`src/rtl/fhm_pkg.sv`:
```
// Package of the FIFO handoff mutex: status codes and parameter defaults.
// Used by fifo_handoff_mutex_core and the testbench; it depends on nothing.
package fhm_pkg;

  localparam int unsigned MaxWaitersDefault = 16;
  localparam int unsigned IdBitsDefault     = 8;

  localparam int unsigned StatusBits = 3;
  localparam int unsigned IdPortBits = 8;

  typedef enum logic [StatusBits-1:0] {
    ST_OK         = 3'd0,
    ST_QUEUED     = 3'd1,
    ST_DEADLOCK   = 3'd2,
    ST_NOT_HOLDER = 3'd3,
    ST_FULL       = 3'd4
  } status_e;

endpackage

```
`src/rtl/fifo_handoff_mutex_core.sv`:
```
// Top level of the FIFO handoff mutex: holder register, queue pointers and control.
// Depends on fhm_pkg and on fhm_ram, which stores the waiting requesters.
//
//  channel   ports                                    handshake
//  request   func_i, requester_id_i                   start high while busy low
//  result    status_o, handoff_valid_o, handoff_id_o, done_o high for one cycle
//            is_locked_o, holder_out_o, has_waiters_o,
//            is_free_o
//
// The edge that accepts a request also reads the queue head from the RAM; while busy
// is high, the state is updated, the queue tail is written and the result is
// registered, which is shown with done_o in the cycle after that. busy is high for
// one cycle, so a new request is taken only once busy is low again. Reset clears
// the holder and the queue pointers at once; no clearing pass is needed. The
// receiver cannot stall, so nothing waits on the output side.
module fifo_handoff_mutex_core #(
  parameter int unsigned MAX_WAITERS = fhm_pkg::MaxWaitersDefault,
  parameter int unsigned ID_BITS     = fhm_pkg::IdBitsDefault
) (
  input  logic                            clk_i,
  input  logic                            rst_ni,
  input  logic                            start,
  output logic                            busy,
  input  logic                            func_i,
  input  logic [fhm_pkg::IdPortBits-1:0]  requester_id_i,
  output logic                            done_o,
  output logic [fhm_pkg::StatusBits-1:0]  status_o,
  output logic                            handoff_valid_o,
  output logic [fhm_pkg::IdPortBits-1:0]  handoff_id_o,
  output logic                            is_locked_o,
  output logic [fhm_pkg::IdPortBits-1:0]  holder_out_o,
  output logic                            has_waiters_o,
  output logic                            is_free_o
);

  localparam int unsigned PtrW = (MAX_WAITERS > 1) ? $clog2(MAX_WAITERS) : 1;
  localparam int unsigned CntW = $clog2(MAX_WAITERS + 1);
  localparam logic [PtrW-1:0] LastSlot = PtrW'(MAX_WAITERS - 1);
  localparam logic [CntW-1:0] FullCount = CntW'(MAX_WAITERS);

  logic               busy_q;
  logic               op_q;
  logic [ID_BITS-1:0] id_q;
  logic               holder_valid_q, holder_valid_d;
  logic [ID_BITS-1:0] holder_id_q, holder_id_d;
  logic [PtrW-1:0]    head_q, head_d;
  logic [PtrW-1:0]    tail_q, tail_d;
  logic [CntW-1:0]    count_q, count_d;

  logic               accept;
  logic               ram_we;
  logic [ID_BITS-1:0] ram_rdata;

  fhm_pkg::status_e   status_d;
  logic               hv_d;
  logic [ID_BITS-1:0] hid_d;

  logic                            done_q;
  logic [fhm_pkg::StatusBits-1:0]  status_q;
  logic                            hv_q;
  logic [fhm_pkg::IdPortBits-1:0]  hid_q;
  logic                            locked_q;
  logic [fhm_pkg::IdPortBits-1:0]  holder_out_q;
  logic                            waiters_q;
  logic                            free_q;

  assign accept = start && !busy_q;
  assign busy   = busy_q;

  fhm_ram #(
    .Width (ID_BITS),
    .Depth (MAX_WAITERS)
  ) u_wait_ram (
    .clk_i   (clk_i),
    .we_i    (ram_we),
    .waddr_i (tail_q),
    .wdata_i (id_q),
    .re_i    (accept),
    .raddr_i (head_q),
    .rdata_o (ram_rdata)
  );

  always_comb begin
    holder_valid_d = holder_valid_q;
    holder_id_d    = holder_id_q;
    head_d         = head_q;
    tail_d         = tail_q;
    count_d        = count_q;
    status_d       = fhm_pkg::ST_OK;
    hv_d           = 1'b0;
    hid_d          = '0;
    ram_we         = 1'b0;
    if (!op_q) begin
      priority if (!holder_valid_q) begin
        holder_valid_d = 1'b1;
        holder_id_d    = id_q;
      end else if (holder_id_q == id_q) begin
        status_d = fhm_pkg::ST_DEADLOCK;
      end else if (count_q == FullCount) begin
        status_d = fhm_pkg::ST_FULL;
      end else begin
        ram_we   = busy_q;
        tail_d   = (tail_q == LastSlot) ? '0 : tail_q + 1'b1;
        count_d  = count_q + 1'b1;
        status_d = fhm_pkg::ST_QUEUED;
      end
    end else begin
      priority if (!holder_valid_q || holder_id_q != id_q) begin
        status_d = fhm_pkg::ST_NOT_HOLDER;
      end else if (count_q != '0) begin
        hv_d        = 1'b1;
        hid_d       = ram_rdata;
        holder_id_d = ram_rdata;
        head_d      = (head_q == LastSlot) ? '0 : head_q + 1'b1;
        count_d     = count_q - 1'b1;
      end else begin
        holder_valid_d = 1'b0;
        holder_id_d    = '0;
      end
    end
  end

  always_ff @(posedge clk_i or negedge rst_ni) begin
    if (!rst_ni) begin
      busy_q         <= 1'b0;
      done_q         <= 1'b0;
      holder_valid_q <= 1'b0;
      holder_id_q    <= '0;
      head_q         <= '0;
      tail_q         <= '0;
      count_q        <= '0;
    end else begin
      busy_q <= accept;
      done_q <= busy_q;
      if (busy_q) begin
        holder_valid_q <= holder_valid_d;
        holder_id_q    <= holder_id_d;
        head_q         <= head_d;
        tail_q         <= tail_d;
        count_q        <= count_d;
      end
    end
  end

  always_ff @(posedge clk_i) begin
    if (accept) begin
      op_q <= func_i;
      id_q <= ID_BITS'(requester_id_i);
    end
    if (busy_q) begin
      status_q     <= status_d;
      hv_q         <= hv_d;
      hid_q        <= fhm_pkg::IdPortBits'(hid_d);
      locked_q     <= holder_valid_d;
      holder_out_q <= holder_valid_d ? fhm_pkg::IdPortBits'(holder_id_d) : '0;
      waiters_q    <= (count_d != '0);
      free_q       <= !holder_valid_d && (count_d == '0);
    end
  end

  assign done_o          = done_q;
  assign status_o        = status_q;
  assign handoff_valid_o = hv_q;
  assign handoff_id_o    = hid_q;
  assign is_locked_o     = locked_q;
  assign holder_out_o    = holder_out_q;
  assign has_waiters_o   = waiters_q;
  assign is_free_o       = free_q;

  a_accept_busy: assert property (@(posedge clk_i) disable iff (!rst_ni)
    accept |=> busy_q && !done_q)
    else $error("Accepted request did not enter the busy cycle.");

  a_done_follows_busy: assert property (@(posedge clk_i) disable iff (!rst_ni)
    busy_q |=> done_q && !busy_q)
    else $error("Result strobe did not follow the busy cycle.");

  a_count_bound: assert property (@(posedge clk_i) disable iff (!rst_ni)
    count_q <= FullCount)
    else $error("Wait queue count exceeds its depth.");

  a_waiters_need_holder: assert property (@(posedge clk_i) disable iff (!rst_ni)
    (count_q != '0) |-> holder_valid_q)
    else $error("Requesters wait while the mutex has no holder.");

  a_handoff_ok: assert property (@(posedge clk_i) disable iff (!rst_ni)
    (done_q && hv_q) |-> (status_q == fhm_pkg::ST_OK) && locked_q)
    else $error("Handoff reported without a granted unlock.");

endmodule

```
`src/rtl/fhm_ram.sv`:
```
// Generic single-port-write, single-port-read RAM with a registered read.
// Holds the wait queue of the mutex core; it uses no package items.
module fhm_ram #(
  parameter int unsigned Width = 8,
  parameter int unsigned Depth = 16
) (
  input  logic                                     clk_i,
  input  logic                                     we_i,
  input  logic [((Depth > 1) ? $clog2(Depth) : 1)-1:0] waddr_i,
  input  logic [Width-1:0]                         wdata_i,
  input  logic                                     re_i,
  input  logic [((Depth > 1) ? $clog2(Depth) : 1)-1:0] raddr_i,
  output logic [Width-1:0]                         rdata_o
);

  logic [Width-1:0] mem_q [Depth];
  logic [Width-1:0] rdata_q;

  always_ff @(posedge clk_i) begin
    if (we_i) begin
      mem_q[waddr_i] <= wdata_i;
    end
    if (re_i) begin
      rdata_q <= mem_q[raddr_i];
    end
  end

  assign rdata_o = rdata_q;

endmodule

```
`config.mk`:
```
export PLATFORM = sky130hd
export DESIGN_NAME = fifo_handoff_mutex_core
export DESIGN_NICKNAME = d
export VERILOG_FILES = /design/src/rtl/fhm_pkg.sv /design/src/rtl/fifo_handoff_mutex_core.sv /design/src/rtl/fhm_ram.sv
export SDC_FILE = /design/constraint.sdc
export NUM_CORES = 1
export LEC_CHECK = 0
export BUFFER_PORTS_ARGS = -buffer_cell sky130_fd_sc_hd__buf_2
export CORE_MARGIN = 4
export CORE_UTILIZATION = 25
export CTS_BUF_LIST = sky130_fd_sc_hd__clkbuf_2
export DETAILED_ROUTE_END_ITERATION = 10
export SLEW_MARGIN = 40
export SYNTH_ARGS = -nofsm -noshare
export SYNTH_HDL_FRONTEND = slang
export SYNTH_SLANG_ARGS = --single-unit
```
`constraint.sdc`:
```
create_clock -name clk_i -period 7.37 [get_ports clk_i]
set_clock_uncertainty 0.15 [all_clocks]
set_input_delay 0.3685 -clock clk_i [delete_from_list [all_inputs] [get_ports clk_i]]
set_output_delay 0.3685 -clock clk_i [all_outputs]
set_load 0.02 [all_outputs]
```
==> results of run 1 <==
path summary, 6_finish.rpt:
check / to / cells past startpoint / startpoint
max in group asynchronous: holder_id_q[4] / 4 / rst_ni
max: u_wait_ram.mem_q[5][3] / 8 / count_q[0]
max reg2reg: u_wait_ram.mem_q[5][3] / 8 / count_q[0]
min: id_q[0] / 2 / requester_id_i[0]
min reg2reg: holder_id_q[1] / 1 / holder_id_q[1]
min in group asynchronous: count_q[3] / 4 / rst_ni
cell families (layout without fill, tap and decap cells):
| family | count (synthesis) | after routing | share of synthesized area [%] |
|---|---|---|---|
| AO/OA/AOI/OAI | 54 | 54 | 5.080 |
| buffers and inverters | 28 | 92 | 1.540 |
| multiplexers | 43 | 43 | 11.86 |
| flip-flops | 192 | 192 | 71.63 |
| XOR/XNOR | 10 | 10 | 1.111 |
| AND/OR/NAND/NOR | 105 | 105 | 7.509 |
| adder cells (fa/ha/maj) | 8 | 8 | 1.270 |
critical path, stage by stage (launching register included):
cell and delay, ps:
dfrtp_1 530, inv_1 130, ha_1 250, or3b_1 390
or2_4 220, nand3_1 120, nand2b_1 250, nor3b_1 440
and2_1 480
metrics by stage:
stage	worst slack [ps]	cells	total power, uW	hold WS, ps	area, um^2
final	4058	900	2139	183.8	8851
after CTS	4035	900	2159	95.01	8851
after global routing	3834	900	2253	63.98	8851
after detailed placement	4134	856	1684	266.6	8497
after floorplan	4835	440	1578	-77.09	7881
after global placement	4139	856	1678	255.4	8494
flip-flops by register name, indices dropped and copies added, names as in the netlist:
| name | flops |
|---|---|
| u_wait_ram.mem_q | 128 |
| handoff_id_o | 8 |
| holder_id_q | 8 |
| holder_out_o | 8 |
| id_q | 8 |
| u_wait_ram.rdata_o | 8 |
| count_q | 5 |
| head_q | 4 |
| tail_q | 4 |
| status_o | 3 |
| busy | 1 |
| done_o | 1 |
| handoff_valid_o | 1 |
| has_waiters_o | 1 |
| holder_valid_q | 1 |
| is_free_o | 1 |
| is_locked_o | 1 |
| op_q | 1 |
final cells by class:
type / count / area [um^2] / area share [%]
sequential: 192 / 5650 / 63.84
multi-input combinational: 220 / 2115 / 23.89
tap: 396 / 495.5 / 5.598
timing repair buffer: 52 / 342.8 / 3.873
clock inverter: 14 / 128.9 / 1.456
clock buffer: 17 / 85.08 / 0.9613
inverter: 9 / 33.78 / 0.3817
cell usage in the layout (no fill, tap or decap), types with 2 or more instances in the layout:
cell type and n:
edfxtp_1 168, mux4_2 40, buf_2 36, and2_1 23, dfrtp_1 22, nand2_1 20, clkbuf_2 17, a21oi_1 15
dlygate4sd3_1 12, xnor2_1 10, nor2_1 10, inv_1 9, nand4_1 9, nand3_1 9, a22oi_1 9, o2bb2ai_1 8
ha_1 8, and3_1 7, nor3_1 5, clkinv_4 5, nor2b_1 4, o31ai_1 4, inv_6 4, nor3b_1 3
mux2_2 3, o21ai_0 3, buf_4 3, and4_1 2, a221oi_2 2, nor4_1 2, or3_1 2, nand2b_1 2
a31oi_1 2, inv_8 2
metal layers:
metal | part of all wire [%] | vias up
met4 | 0.82 | 0
met2 | 50 | 153
met1 | 43 | 2156
met3 | 6.0 | 12
met5 | 0 | -
li1 | - | 1876
power breakdown:
group	internal, uW	total [uW]	switching (uW)
logic	144	325	181
registers	1260	1340	80.3
clock network	101	472	371
timing repair:
action,CTS,global route
hold buffers,13,0
setup endpoints to repair,0,0
endpoints found under the hold margin,36,0
==> results_dict.tcl, run 1 <==
set metrics [dict create \
    status "finished, final reports clean" \
    insertion_delay_ps 740 \
    slew_violations 0 \
    cp_max_fo 8 \
    setup_tns_ps 0 \
    synthFlopType "edfxtp_1" \
    viasPerCell 4.663 \
    p_leak_uw 0.002847 \
    vdd.ir_drop.worst_mv 0.09223 \
    cts_buffers 17 \
    cts-root-buf "clkbuf_2" \
    rsz0062_at_grt "false" \
    ys_warn_count 0 \
    die_area_mm2 0.03443 \
    cp.required_ps 7620 \
    syn_inst 440 \
    clock_sinks 192 \
    grt_pass1_vias 4275 \
    cts_tree "yes" \
    place_hpwl_mm 11.25 \
    criticalPathCategory "reg -> reg" \
    insertedDiodeCount 0 \
    cts-htree-levels 4 \
    synth-seq-cells 192 \
    seq_area_frac_synth_pct 71.63 \
    drt_iter0_drc 368 \
    core-area_mm2 0.03083 \
    synth_top_cell_area_share_pct 64.01 \
    gr-usage-met1_pct 12.69 \
    synth_edf_count 168 \
    r2r_slack_ps 4060 \
    nets 512 \
    syn_area_mm2 0.007881 \
    die_w_um 185.6 \
    cts_setup_buffers 0 \
    grt_max_degree 40 \
    p_per_area_mw_per_mm2 241.7 \
    antenna_found_initial 0 \
    routed_wl_mm 16.51 \
    synth_fp_nets 460 \
    post-synth-top-count-cell "edfxtp_1" \
    setup_viol 0 \
    cts_buffer_depth 2 \
    setup.worst_path.end_class "flop" \
    netlist_top_cells_area "edfxtp_1 64%, mux4_2 11%, dfrtp_1 7.6%, and2_1 1.8%, ha_1 1.3%" \
    min_period_ps 3312 \
    final_layout_size_suffix_gt1_share_pct 24.21 \
    clkTransAtPathRegs_ps 290 \
    synthTopCellsByCount "168 x edfxtp_1, 40 x mux4_2, 24 x dfrtp_1" \
    start_util_pct 25.56 \
    min_path_type "in -> reg" \
    area_delta_synth_final_pct 12.30 \
    drc_errors 0 \
    dr.pass1.iters 6 \
    busiest_layer "met2" \
    fin_util_pct 28.71 \
    slew_headroom_pct 50.31 \
    worstPathArrival_ps 3560 \
    die-height_um 185.6 \
    hold_viol 0 \
    globalRouteMet2Util_pct 16.25 \
    gr-usage-met3_pct 2.970 \
    gp_congestion 0.8468 \
    ioPinCount 37 \
    antenna_left 0 \
    drv_cap 0 \
    wl_per_cell_um 18.34 \
    nFillCells 3028 \
    synth_top_cell_by_area "edfxtp_1" \
    synth.avg_cell_area_um2 17.91 \
    max_slew.worst_pin.slew_ps 745.4 \
    rows 64 \
    cp-start-kind "flop" \
    synth_async_sr_flop_share_pct 12.50 \
    max_freq_mhz 302.0 \
    grt.total_usage_pct 9.710 \
    grt_pass1_wl_mm 25.23 \
    synth_cell_types 49 \
    vias 4197 \
    fin_crit_sh_pct 44.93 \
    io_buffers 36 \
    grt_remaining_overflow 0 \
    cts_resized 0 \
]
Note: power is estimated with default switching activity, not from simulation.
==> inputs of run 2 (changes only) <==
==> constraint.sdc (replaced) <==
create_clock -name clk_i -period 3.15 [get_ports clk_i]
set_clock_uncertainty 0.15 [all_clocks]
set_input_delay 0.1575 -clock clk_i [delete_from_list [all_inputs] [get_ports clk_i]]
set_output_delay 0.1575 -clock clk_i [all_outputs]
set_load 0.02 [all_outputs]
==> results_dict.tcl, run 2 (synthesized netlist as in run 1, its figures left out) <==
set metrics [dict create \
    status "finished, final reports clean" \
    drv_cap 0 \
    max_stage_delay_ps 520 \
    cp_max_fo 8 \
    cp.required_ps 3420 \
    r2r_slack_ps 180 \
    io_buffers 36 \
    p_seq_share_pct 60.9 \
    rsz0062_at_grt "false" \
    hold_viol 0 \
    cts_buffer_depth 2 \
    final_common_cell "edfxtp_1" \
    grt.total_usage_pct 9.567 \
    regMostFlops "u_wait_ram.mem_q" \
    grt_remaining_overflow 0 \
    max_freq_mhz 336.8 \
    p_sw_uw 1485 \
    setup_tns_ps 0 \
    p_leak_uw 0.002974 \
    antenna_left 0 \
    max_slew.worst_pin.slew_ps 632.9 \
    die_area_mm2 0.03443 \
    viasPerCell 4.667 \
    start_util_pct 25.56 \
    grt_pass1_vias 4385 \
    setup.worst_path.end_class "flop" \
    insertion_delay_ps 740 \
    cp-start-kind "flop" \
    gp_congestion 0.8129 \
    power_frac_clock_pct 23.1 \
    crit_path_cell_trace "inv_1 > ha_1 > or3b_1 > or2_4 > nand3_1 > nand2b_1 > nor3b_1 > and2_1" \
    criticalPathCategory "reg -> reg" \
    cts_tree "yes" \
    worstPathArrival_ps 3240 \
    vias 4322 \
    p_per_area_mw_per_mm2 562.0 \
    vdd.ir_drop.worst_mv 0.2230 \
    cts-htree-levels 4 \
    min_path_type "in -> async" \
    drc_errors 0 \
    clock_sinks 192 \
    r2r-start "count_q[0]" \
    ioPinCount 37 \
    die_w_um 185.6 \
    r2r-end "u_wait_ram.mem_q[5][2]" \
    min_period_ps 2970 \
    nets 538 \
    design_area_mm2 0.009101 \
    rows 64 \
    largest_register_ffs 128 \
    place_hpwl_mm 11.26 \
    die-height_um 185.6 \
    setup_viol 0 \
    drt_iter0_drc 380 \
    clkTransAtPathRegs_ps 290 \
    antenna_found_initial 0 \
    core-area_mm2 0.03083 \
    finalPower_uw 5115 \
    slew_headroom_pct 57.80 \
    placed_area_mm2 0.008633 \
    fin_hold_ws_ps 230.6 \
    cts_buffers 17 \
    cp-startpoint "count_q[0]" \
    p_int_uw 3630 \
    cts-root-buf "clkbuf_2" \
    cts_resized 0 \
    cp_slowest_cell "dfrtp_1" \
    dr.pass1.iters 6 \
    routed_wl_mm 16.25 \
    layout_common_cells "168 x edfxtp_1, 40 x mux4_2, 36 x buf_2" \
    switching_share_pct 29.03 \
    r2r_cells 8 \
    fin_crit_sh_pct 94.27 \
    power_frac_comb_pct 15.9 \
    final_layout_size_suffix_gt1_share_pct 26.09 \
    area_delta_synth_final_pct 15.48 \
    grt_pass1_wl_mm 25.21 \
    slew_violations 0 \
    grt_max_degree 39 \
    wl_per_cell_um 17.55 \
]
[run 2: cell types whose count changed in the layout (fill, tap and decap cells not counted), sizes merged]
| cell | delta |
|---|---|
| buf | +17 |
| dlygate4sd3 | +9 |
| clkinv | -6 |
| clkinvlp | +3 |
| bufinv | +1 |
| diode | +1 |
| inv | +1 |
[run 2: worst max-delay path by stage]
stage / endpoint / slack (ps) / cells past startpoint
after floorplan: u_wait_ram.mem_q[7][0] / 620 / 9
after global placement: u_wait_ram.mem_q[5][2] / 340 / 8
after detailed placement: u_wait_ram.mem_q[5][4] / 260 / 8
after CTS: u_wait_ram.mem_q[5][4] / 200 / 8
after global routing: u_wait_ram.mem_q[5][5] / 20 / 8
final: u_wait_ram.mem_q[5][2] / 180 / 8
[run 2: power groups by stage]
stage | Clock (uW) | Sequential [uW] | Combinational, uW
final | 1180 | 3120 | 815
after CTS | 1230 | 3120 | 816
after floorplan | 0 | 3150 | 536
after global routing | 1340 | 3140 | 893
after global placement | 0 | 3160 | 773
after detailed placement | 0 | 3170 | 788
[run 2: layout make-up]
type	count	area, um^2
fill	2975	21730
sequential	192	5647
multi-input combinational	220	2115
timing repair buffer	78	573.1
tap	396	495.5
clock inverter	13	150.1
clock buffer	17	85.08
inverter	9	33.78
antenna	1	2.502
[run 2: per-stage QoR]
stage               cells  utilization (%)  setup WS, ps
global route          925            29.51         19.89
finish                926            29.52         180.4
floorplan             440                -         615.3
CTS                   925            29.51         196.7
detailed placement    873            28.00         263.4
global placement      873            28.00         338.0
[run 2: repair_timing]
action,CTS,global route
endpoints found under the setup margin,0,0
hold buffers,22,0
hold endpoints to repair,51,0
buffers inserted,0,0
[run 2: worst max-delay path: cells and delay by family, from the launching register on]
family / cells / cell delay, ps
simple gates: 6 / 1630
flops: 1 / 520
fa+ha+maj: 1 / 240
buf+inv: 1 / 110
[run 2: layer usage]
layer | share of wire [%] | vias up | global-route usage (%)
met4 | 1.3 | 0 | 2.186
li1 | - | 1923 | -
met5 | 0 | - | 0
met3 | 5.9 | 24 | 2.599
met2 | 50 | 165 | 16.22
met1 | 43 | 2210 | 12.32
==> inputs of run 3 (changes only) <==
--- a/config.mk
+++ b/config.mk
@@ -5,6 +5,7 @@
 export SDC_FILE = /design/constraint.sdc
 export NUM_CORES = 1
 export LEC_CHECK = 0
+export ABC_AREA = 1
 export BUFFER_PORTS_ARGS = -buffer_cell sky130_fd_sc_hd__buf_2
 export CORE_MARGIN = 4
 export CORE_UTILIZATION = 25
==> constraint.sdc (replaced) <==
create_clock -name clk_i -period 3.15 [get_ports clk_i]
set_clock_uncertainty 0.15 [all_clocks]
set_input_delay 0.315 -clock clk_i [delete_from_list [all_inputs] [get_ports clk_i]]
set_output_delay 0.315 -clock clk_i [all_outputs]
set_load 0.02 [all_outputs]
==> results_dict.tcl, run 3 <==
set metrics [dict create \
    syn_area_mm2 0.008219 \
    antenna_left 0 \
    fin_util_pct 29.14 \
    drv_cap 0 \
    gp_congestion 0.8709 \
    insertion_delay_ps 780 \
    grt_remaining_overflow 0 \
    hold_depth 2 \
    die-height_um 189.3 \
    r2r_cells 10 \
    synth.avg_cell_area_um2 12.18 \
    synthFlopType "edfxtp_1" \
    setup_viol 0 \
    slew_violations 0 \
    synthTopCellsByCount "168 x edfxtp_1, 114 x nand2_1, 100 x nor2_1" \
    setup_tns_ps 0 \
    critPathMostFrequentCell "nand2_1" \
    area_delta_synth_final_pct 15.07 \
    synth_async_sr_flop_share_pct 12.50 \
    dr.pass1.iters 5 \
    clkTransAtPathRegs_ps 270 \
    hold_viol 0 \
    final_layout_size_suffix_gt1_share_pct 19.00 \
    p_leak_uw 0.003426 \
    drt_iter0_drc 494 \
    post-synth-top-count-cell "edfxtp_1" \
    min_period_ps 2431 \
    netlist_top_cells_area "edfxtp_1 61%, dfrtp_1 7.3%, nand2_1 5.2%, nor2_1 4.6%, o21ai_0 2.6%" \
    synth_top_cell_by_area "edfxtp_1" \
    max_freq_mhz 411.4 \
    viasPerCell 4.376 \
    routed_wl_mm 19.07 \
    p_per_area_mw_per_mm2 517.7 \
    cp-start-kind "flop" \
    worstPathArrival_ps 2780 \
    final_common_cell "edfxtp_1" \
    rows 66 \
    synth-seq-cells 192 \
    criticalPathCategory "reg -> reg" \
    vias 5277 \
    fin_crit_sh_pct 77.17 \
    synth_fp_nets 695 \
    cp_max_fo 8 \
    cts_buffer_depth 2 \
    cts-htree-levels 4 \
    ioPinCount 37 \
    seq_area_frac_synth_pct 68.69 \
    cp_slowest_cell "dfrtp_1" \
    antenna_found_initial 1 \
    max_slew.worst_pin.slew_ps 755.6 \
    nets 770 \
    crit_path_cell_trace "inv_1 > ha_1 > nand2_1 > nor2_2 > nand2_1 > nand4_2 > inv_2 > nand2_1 > nor2_1 > buf_4" \
    die_area_mm2 0.03584 \
    wl_per_cell_um 15.81 \
    grt_pass1_vias 5176 \
    cp.required_ps 3500 \
    start_util_pct 25.33 \
    drc_errors 0 \
    slew_headroom_pct 49.63 \
    status "finished, final reports clean" \
    max_stage_delay_ps 470 \
    largest_register_ffs 128 \
    layout_common_cells "168 x edfxtp_1, 114 x nand2_1, 100 x nor2_1" \
    place_hpwl_mm 12.87 \
    io_buffers 36 \
    regMostFlops "u_wait_ram.mem_q" \
    min_path_type "in -> reg" \
    synth_top_cell_area_share_pct 61.38 \
    cts_tree "yes" \
    rsz0062_at_grt "false" \
    grt.total_usage_pct 10.83 \
    synth_cell_types 38 \
    synth_edf_count 168 \
    cts-root-buf "clkbuf_2" \
    core-area_mm2 0.03245 \
    fin_hold_ws_ps 92.44 \
    cts_setup_buffers 0 \
    cts_buffers 17 \
    setup.worst_path.end_class "flop" \
    clock_sinks 192 \
    syn_inst 675 \
    ys_warn_count 0 \
    grt_pass1_wl_mm 29.90 \
    die_w_um 189.3 \
    grt_max_degree 68 \
    vdd.ir_drop.worst_mv 0.2742 \
]
run 3: cell type report:
type,instances,area (um^2)
well taps,442,553.0
repair buffers,83,583.1
clock inverters,14,130.1
diodes,1,2.502
inverters,47,177.7
fillers,3292,23000
multi-input cells,409,2273
clock buffers,18,90.09
flip-flops and latches,192,5648
run 3: power by group:
group,switching [uW],internal [uW],leakage [uW],total [uW]
Clock,851,300,0.000126,1150
Combinational,488,239,0.00145,727
Sequential,119,2900,0.00185,3020
Total,1460,3440,0.00343,4900
run 3: layer usage:
layer / GRT usage, % / up-vias / wire length (um)
met5: 0 / - / 0
met4: 4.424 / 0 / 583
met3: 2.046 / 34 / 889
met2: 16.69 / 146 / 8732
met1: 15.09 / 2549 / 8866
li1: - / 2548 / -
run 3: worst paths after layout:
check	startpoint	to	slack, ps
worst max-delay path	count_q[0]	u_wait_ram.mem_q[2][4]	720
worst min-delay path	requester_id_i[2]	id_q[2]	90
worst max register to register	count_q[0]	u_wait_ram.mem_q[2][4]	720
worst min register to register	holder_id_q[0]	holder_id_q[0]	440
max in group asynchronous	rst_ni	busy	2270
min in group asynchronous	rst_ni	count_q[0]	380
run 3: timing repair:
| action | 4_1_cts | 5_1_grt |
|---|---|---|
| hold endpoints to repair | 51 | 3 |
| resized for setup | 0 | 0 |
| hold buffers | 13 | 3 |
run 3: cells by family (layout without fill, tap and decap cells):
family          after synthesis  count (layout)  synth area share [%]
simple gates                277             277                 15.16
mux                          16              16                 2.009
other cells                   0               1                     0
compound gates               98              98                 8.205
fa+ha+maj                     8               8                 1.218
buf+inv                      74             162                 3.653
xor+xnor                     10              10                 1.066
flops                       192             192                 68.69
run 3: critical path, delay by kind of cell (launching register included):
family	cells	cell delay, ps
AND/OR/NAND/NOR	6	860
adder cells (fa/ha/maj)	1	230
buffers and inverters	3	450
flip-flops	1	470
run 3: stage by stage:
| stage | worst slack [ps] | std cells | instance area, um^2 | total power [uW] |
|---|---|---|---|---|
| 2_1_floorplan | 583.9 | 675 | 8219 | 3557 |
| 3_3_place_gp | 783.2 | 1157 | 9064 | 3772 |
| 3_5_place_dp | 728.8 | 1157 | 9064 | 3780 |
| 4_1_cts | 697.7 | 1202 | 9424 | 4929 |
| 5_1_grt | 493.2 | 1206 | 9458 | 5164 |
| 6_report | 719.0 | 1206 | 9458 | 4897 |
